`src/rtl/ata_pkg.sv`:
```
// ----------------------------------------------------------------------------
// ata_pkg: shared types and constants for the tilt angle accelerator
// Angle table and the state type that one CORDIC cell passes to the next.
// ----------------------------------------------------------------------------
`default_nettype none
package ata_pkg;
   localparam int STEPS = 18;
   localparam int FRAC = 16;
   localparam int XW = 36;
   localparam int ZW = 24;
   localparam int LANES = 3;
   localparam logic [ZW-1:0] DEG90_Q = 24'(90 << FRAC);
   localparam logic [ZW-1:0] DEG180_Q = 24'(180 << FRAC);

   typedef struct packed {
      logic signed [XW-1:0] x;
      logic signed [XW-1:0] y;
      logic signed [ZW-1:0] z;
      logic num_zero;
      logic den_zero;
      logic den_neg;
      logic num_neg;
   } lane_type;

   function automatic logic signed [ZW-1:0] step_angle(input logic [4:0] i);
      logic signed [ZW-1:0] v;
      case (i)
         5'd0: v = 24'sd2949131;
         5'd1: v = 24'sd1740974;
         5'd2: v = 24'sd919883;
         5'd3: v = 24'sd466947;
         5'd4: v = 24'sd234380;
         5'd5: v = 24'sd117304;
         5'd6: v = 24'sd58666;
         5'd7: v = 24'sd29335;
         5'd8: v = 24'sd14668;
         5'd9: v = 24'sd7334;
         5'd10: v = 24'sd3667;
         5'd11: v = 24'sd1833;
         5'd12: v = 24'sd917;
         5'd13: v = 24'sd458;
         5'd14: v = 24'sd229;
         5'd15: v = 24'sd115;
         5'd16: v = 24'sd57;
         5'd17: v = 24'sd29;
         default: v = '0;
      endcase
      return v;
   endfunction
endpackage
`default_nettype wire

```
`src/rtl/ata_cell.sv`:
```
// ----------------------------------------------------------------------------
// ata_cell: one CORDIC vectoring step for all three angle lanes
// Rotates each lane by the fixed step angle and registers the result.
// ----------------------------------------------------------------------------
`default_nettype none
module ata_cell (
   input  wire logic clock,
   input  wire logic reset,
   input  wire logic [4:0] step,
   input  wire logic valid_in,
   input  wire ata_pkg::lane_type lane_in [ata_pkg::LANES],
   output logic valid_out,
   output ata_pkg::lane_type lane_out [ata_pkg::LANES]
);
   ata_pkg::lane_type lane_in_c [ata_pkg::LANES];
   logic valid_ff;
   ata_pkg::lane_type lane_ff [ata_pkg::LANES];

   always_comb begin
      for (int k = 0; k < ata_pkg::LANES; k++) begin
         lane_in_c[k] = lane_in[k];
         if (!lane_in[k].y[ata_pkg::XW-1]) begin
            lane_in_c[k].x = lane_in[k].x + (lane_in[k].y >>> step);
            lane_in_c[k].y = lane_in[k].y - (lane_in[k].x >>> step);
            lane_in_c[k].z = lane_in[k].z + ata_pkg::step_angle(step);
         end else begin
            lane_in_c[k].x = lane_in[k].x - (lane_in[k].y >>> step);
            lane_in_c[k].y = lane_in[k].y + (lane_in[k].x >>> step);
            lane_in_c[k].z = lane_in[k].z - ata_pkg::step_angle(step);
         end
      end
   end

   always_ff @(posedge clock) begin
      if (reset) begin
         valid_ff <= 1'b0;
      end else begin
         valid_ff <= valid_in;
      end
      lane_ff <= lane_in_c;
   end

   assign valid_out = valid_ff;
   assign lane_out = lane_ff;
endmodule
`default_nettype wire

```
`config.mk`:
```
export PLATFORM = sky130hd
export DESIGN_NAME = ata_cell
export DESIGN_NICKNAME = d
export VERILOG_FILES = /design/src/rtl/ata_pkg.sv /design/src/rtl/ata_cell.sv
export SDC_FILE = /design/constraint.sdc
export NUM_CORES = 2
export LEC_CHECK = 0
export ABC_AREA = 1
export BUFFER_PORTS_ARGS = -buffer_cell sky130_fd_sc_hd__buf_2
export CAP_MARGIN = 20
export CORE_UTILIZATION = 50
export DETAILED_ROUTE_END_ITERATION = 10
export PLACE_DENSITY = 0.71
export SYNTH_ARGS = -nofsm -noshare
export SYNTH_HDL_FRONTEND = slang
export SYNTH_MEMORY_MAX_BITS = 65536
export SYNTH_SLANG_ARGS = --single-unit
```
`constraint.sdc`:
```
create_clock -name clock -period 11.95 [get_ports clock]
set_input_delay 1.7925 -clock clock [delete_from_list [all_inputs] [get_ports clock]]
set_output_delay 1.7925 -clock clock [all_outputs]
set_load 0.01 [all_outputs]
```
* Word level (Yosys, flattened, before mapping)
Memory sizes are Yosys's and may differ from the RTL's.
Cells that the tools add are included.
** Cells by class
- Shift operators :: 6
- Muxes and demuxes :: 9
- $add $sub $neg :: 18
** Operator list (count)
- 2-to-1 mux 96 bit :: 3
- adder 36 bit :: 6
- >>> shifter 36 x 5 -> 36 bit :: 6
- subtractor 36 bit :: 6
- 2-to-1 mux 24 bit :: 6
- adder 24 bit :: 3
- subtractor 24 bit :: 3
** Word-level totals
- Output and inout bits :: 301
- Memories :: 6
- Bits of input ports :: 308
- Logic and storage cells :: 61
- Flip-flop bits (word level) :: 301
- Memory bits (read-only) :: 4224
** Memory list
- (name not given) :: depth 32, width 22, read ports 1, clocked after memory_dff 0, write ports 0, line ata_pkg.sv:27 : case (i)
- (name not given) :: depth 32, width 22, read ports 1, clocked after memory_dff 0, write ports 0, line ata_pkg.sv:27
- (name not given) :: depth 32, width 22, read ports 1, clocked after memory_dff 0, write ports 0, line ata_pkg.sv:27
- (name not given) :: depth 32, width 22, read ports 1, clocked after memory_dff 0, write ports 0, line ata_pkg.sv:27
- (name not given) :: depth 32, width 22, read ports 1, clocked after memory_dff 0, write ports 0, line ata_pkg.sv:27
- (name not given) :: depth 32, width 22, read ports 1, clocked after memory_dff 0, write ports 0, line ata_pkg.sv:27

* Logic depth before layout (Yosys ltp)
An unclocked memory read counts as a cell.
- Depth in word-level cells :: 4
- Mapped depth :: 36
- Mapped depth without buffers :: 34

* Least setup slack after synthesis
OpenSTA, ideal clock, no wires.
- Path type :: input port to flip-flop
- Start point :: input step[0]
- End point :: register lane_ff, in the netlist lane_out[225]
- Path buffers :: 3
- Arrival time :: 5.550 ns
- Slack :: 6.275 ns
- Setup time :: 0.125 ns
- Data required time :: 11.825 ns
- Cell stages on the path :: 30
- Cell sequence :: buf_6 > inv_4 > buf_4 > buf_2 > ha_1 > inv_1 > nand2_1 > nand2_1 > nand2_1 > nand3_1 > ha_1 > nand3_1 > nor2_1 > nand2_1 > nor2_1 > nand3_1 > nor2_2 > nand2_1 > xnor2_1 > nand2_1 > o21ai_0 > ha_1 > nand2_1 > nor4_1 > nand4_1 > nand3_1 > nand3_1 > nand2_1 > a31oi_1 > xor2_1
** RTL lines
- from (decl) :: line ata_cell.sv:9 : input wire logic [4:0] step,
- to (signal assigned) :: line ata_cell.sv:40 : lane_ff <= lane_in_c;
- to (decl) :: line ata_cell.sv:17 : ata_pkg::lane_type lane_ff [ata_pkg::LANES];

==> impl_metrics.ini <==
[placement]
portBuffers = 608
dp.cells = 8794
dpl_cell_area_um2 = 44590
place_ws_ps = 4081
dp_hpwl_um = 142900
finalWeightedCongestion = 1.073

[global_route]
grt-ovfl-total = 0
grt_max_degree = 147
antenna_found_initial = 5
grt_pass1_wl_um = 261000
grt_use_total = 0.3991
grt_pass1_vias = 46771

[worst_hold_path]
min_from = lane_in[103]
min_to = lane_out[103]
hold_class = in2reg
hold_depth = 1

[clocking]
cts_buffers = 35
clkTransAtPathRegs_ps = 60
postCtsHoldBufs = 0
cts.sinks = 301
clock-root-buffer = clkbuf_16
post_cts_buffers = 0
clock_path_buffers = 3
htreeDepth = 2
cts_tree = yes
cts_resized = 0

[layout]
synthToLayoutAreaGrowth_pct = 10.62
mostFrequentLayoutCell = nand2_1
stdcell_area_um2 = 45730
stdcell_count = 8862
finish.net_count = 8373
fin_util = 0.5578
drive_above_1_share = 0.1010
nFillCells = 8897
final_cell_mix = 2,516 x nand2_1, 1,239 x nand3_1, 617 x inv_1

[die]
initial_utilization = 0.5043
num_rows = 105
dieArea_um2 = 83830
dieHeight_um = 289.5
die_w_um = 289.5
pin_count = 609
core_area_um2 = 81980

[timing]
slew_headroom = 0.2596
rsz0062_at_grt = no
setup_violations = 0
tightest_slew_ps = 1111
max_freq_ghz = 0.1332
period_needed_ps = 7508
fin_ws_ps = 4442
final.period_utilization = 0.6283
slew_violations = 0
tns_ps = 0
finalHoldViolations = 0

[synth]
synth_edf_count = 0
syn_area_per_cell_um2 = 5.614
ys_async_sr_fraction = 0
netlist_area_um2 = 41340
syn_nets = 7976
synthFlopType = dfxtp_1
syn_inst = 7364
synth-seq-area-share = 0.1458
synth_warnings = 0
synth_seq_cells = 301
yosysUniqueCellTypes = 49

[setup_path]
cp-end-kind = flip-flop
path_class = in2reg
cp_max_fo = 107
cp_slowest_cell = buf_4
critPathArrivalTime_ps = 8000
critPathTopFamily = simple AND/OR/NAND/NOR gates
cp_common_cell = nand2_1
critPathMaxStageDelay_ps = 870
start_kind = primary input
worst_ep_required_time_ps = 12450
crit_buf_inv = 4
cp-startpoint = step[1]

[detailed_routing]
finalWirelength_um = 174600
drc_errors = 0
dr.pass1.iters = 8
drt_iter0_drc = 5739
ant_nets = 0
wl_per_cell_um = 19.70
vias = 51664
vias_per_cell = 5.830

[power]
cellLeakagePower_nw = 24.58
powerDensity_nw_per_um2 = 133.7
ir_drop_uv = 146.7

[job]
cap_violations = 0

[outcome]
outcome = finished, final reports clean
## per-stage QoR
stage	hold slack (ps)	power (W)
after detailed placement	1896	0.004973
after global placement	1897	0.004974
after CTS	1263	0.006078
after global routing	1283	0.006562
after floorplan	1820	0.003792
final	1286	0.006113
## how the worst max path moves through the flow
stage	to	slack [ps]	depth (start not counted)
after floorplan	lane_out[225]	6280	30
after global placement	lane_out[225]	4150	29
after detailed placement	lane_out[225]	4080	29
after CTS	lane_out[25]	4700	29
after global routing	lane_out[57]	3940	32
final	lane_out[25]	4440	29
## layer usage
layer | wire length [um] | part of all wire | vias up | global-route usage
met5 | 0 | 0 | - | 0
met4 | 11990 | 0.069 | 0 | 0.2499
met3 | 15980 | 0.092 | 530 | 0.05903
met2 | 76360 | 0.44 | 2758 | 0.6331
met1 | 70260 | 0.40 | 23319 | 0.5072
li1 | - | - | 25057 | -
## Yosys cell counts, types with 31 or more instances
library cell	number	area, um2
inv_1	618	2320
dfxtp_1	301	6026
xnor2_1	100	875.8
a21o_1	40	300.3
nand4_1	44	275.3
xor2_1	290	2540
nand3_1	1239	6201
nor2_1	566	2125
o21ai_0	291	1456
nor3_1	35	175.2
buf_1	63	236.5
buf_2	100	500.5
a21oi_1	375	1877
o21ai_1	31	155.2
nand2_1	2516	9444
ha_1	295	3691
a31oi_1	97	606.8
clkbuf_1	70	262.8
## flip-flops by register name, indices dropped and copies added (netlist names)
signal	cells
lane_out	300
valid_out	1
## power breakdown
group / internal, W / switching [W] / total, W
Clock: 0.000602 / 0.000473 / 0.00107
Combinational: 0.00120 / 0.00229 / 0.00349
Sequential: 0.00142 / 0.000123 / 0.00155
Total: 0.00323 / 0.00289 / 0.00611
## final cells by class
type	count	area (um2)	share of cell area
multi-input combinational	6132	31480	0.6884
sequential	301	6026	0.1318
timing repair buffer	632	3251	0.07108
inverter	659	2494	0.05453
tap	1070	1339	0.02928
clock buffer	49	978.4	0.02140
clock inverter	13	145.1	0.003174
antenna	6	15.01	0.0003283
## cells by family (layout without fill, tap and decap cells)
| family | Yosys count | count (layout) | synth area share |
|---|---|---|---|
| buffers and inverters | 931 | 1353 | 0.09362 |
| AOI/OAI and AO/OA | 942 | 942 | 0.1274 |
| DFF | 301 | 301 | 0.1458 |
| other | 0 | 6 | 0 |
| adders and majority gates | 304 | 304 | 0.09365 |
| xor gates and xnor gates | 390 | 390 | 0.08263 |
| and+or+nand+nor | 4496 | 4496 | 0.4569 |
(Power assumes the default switching activity.)
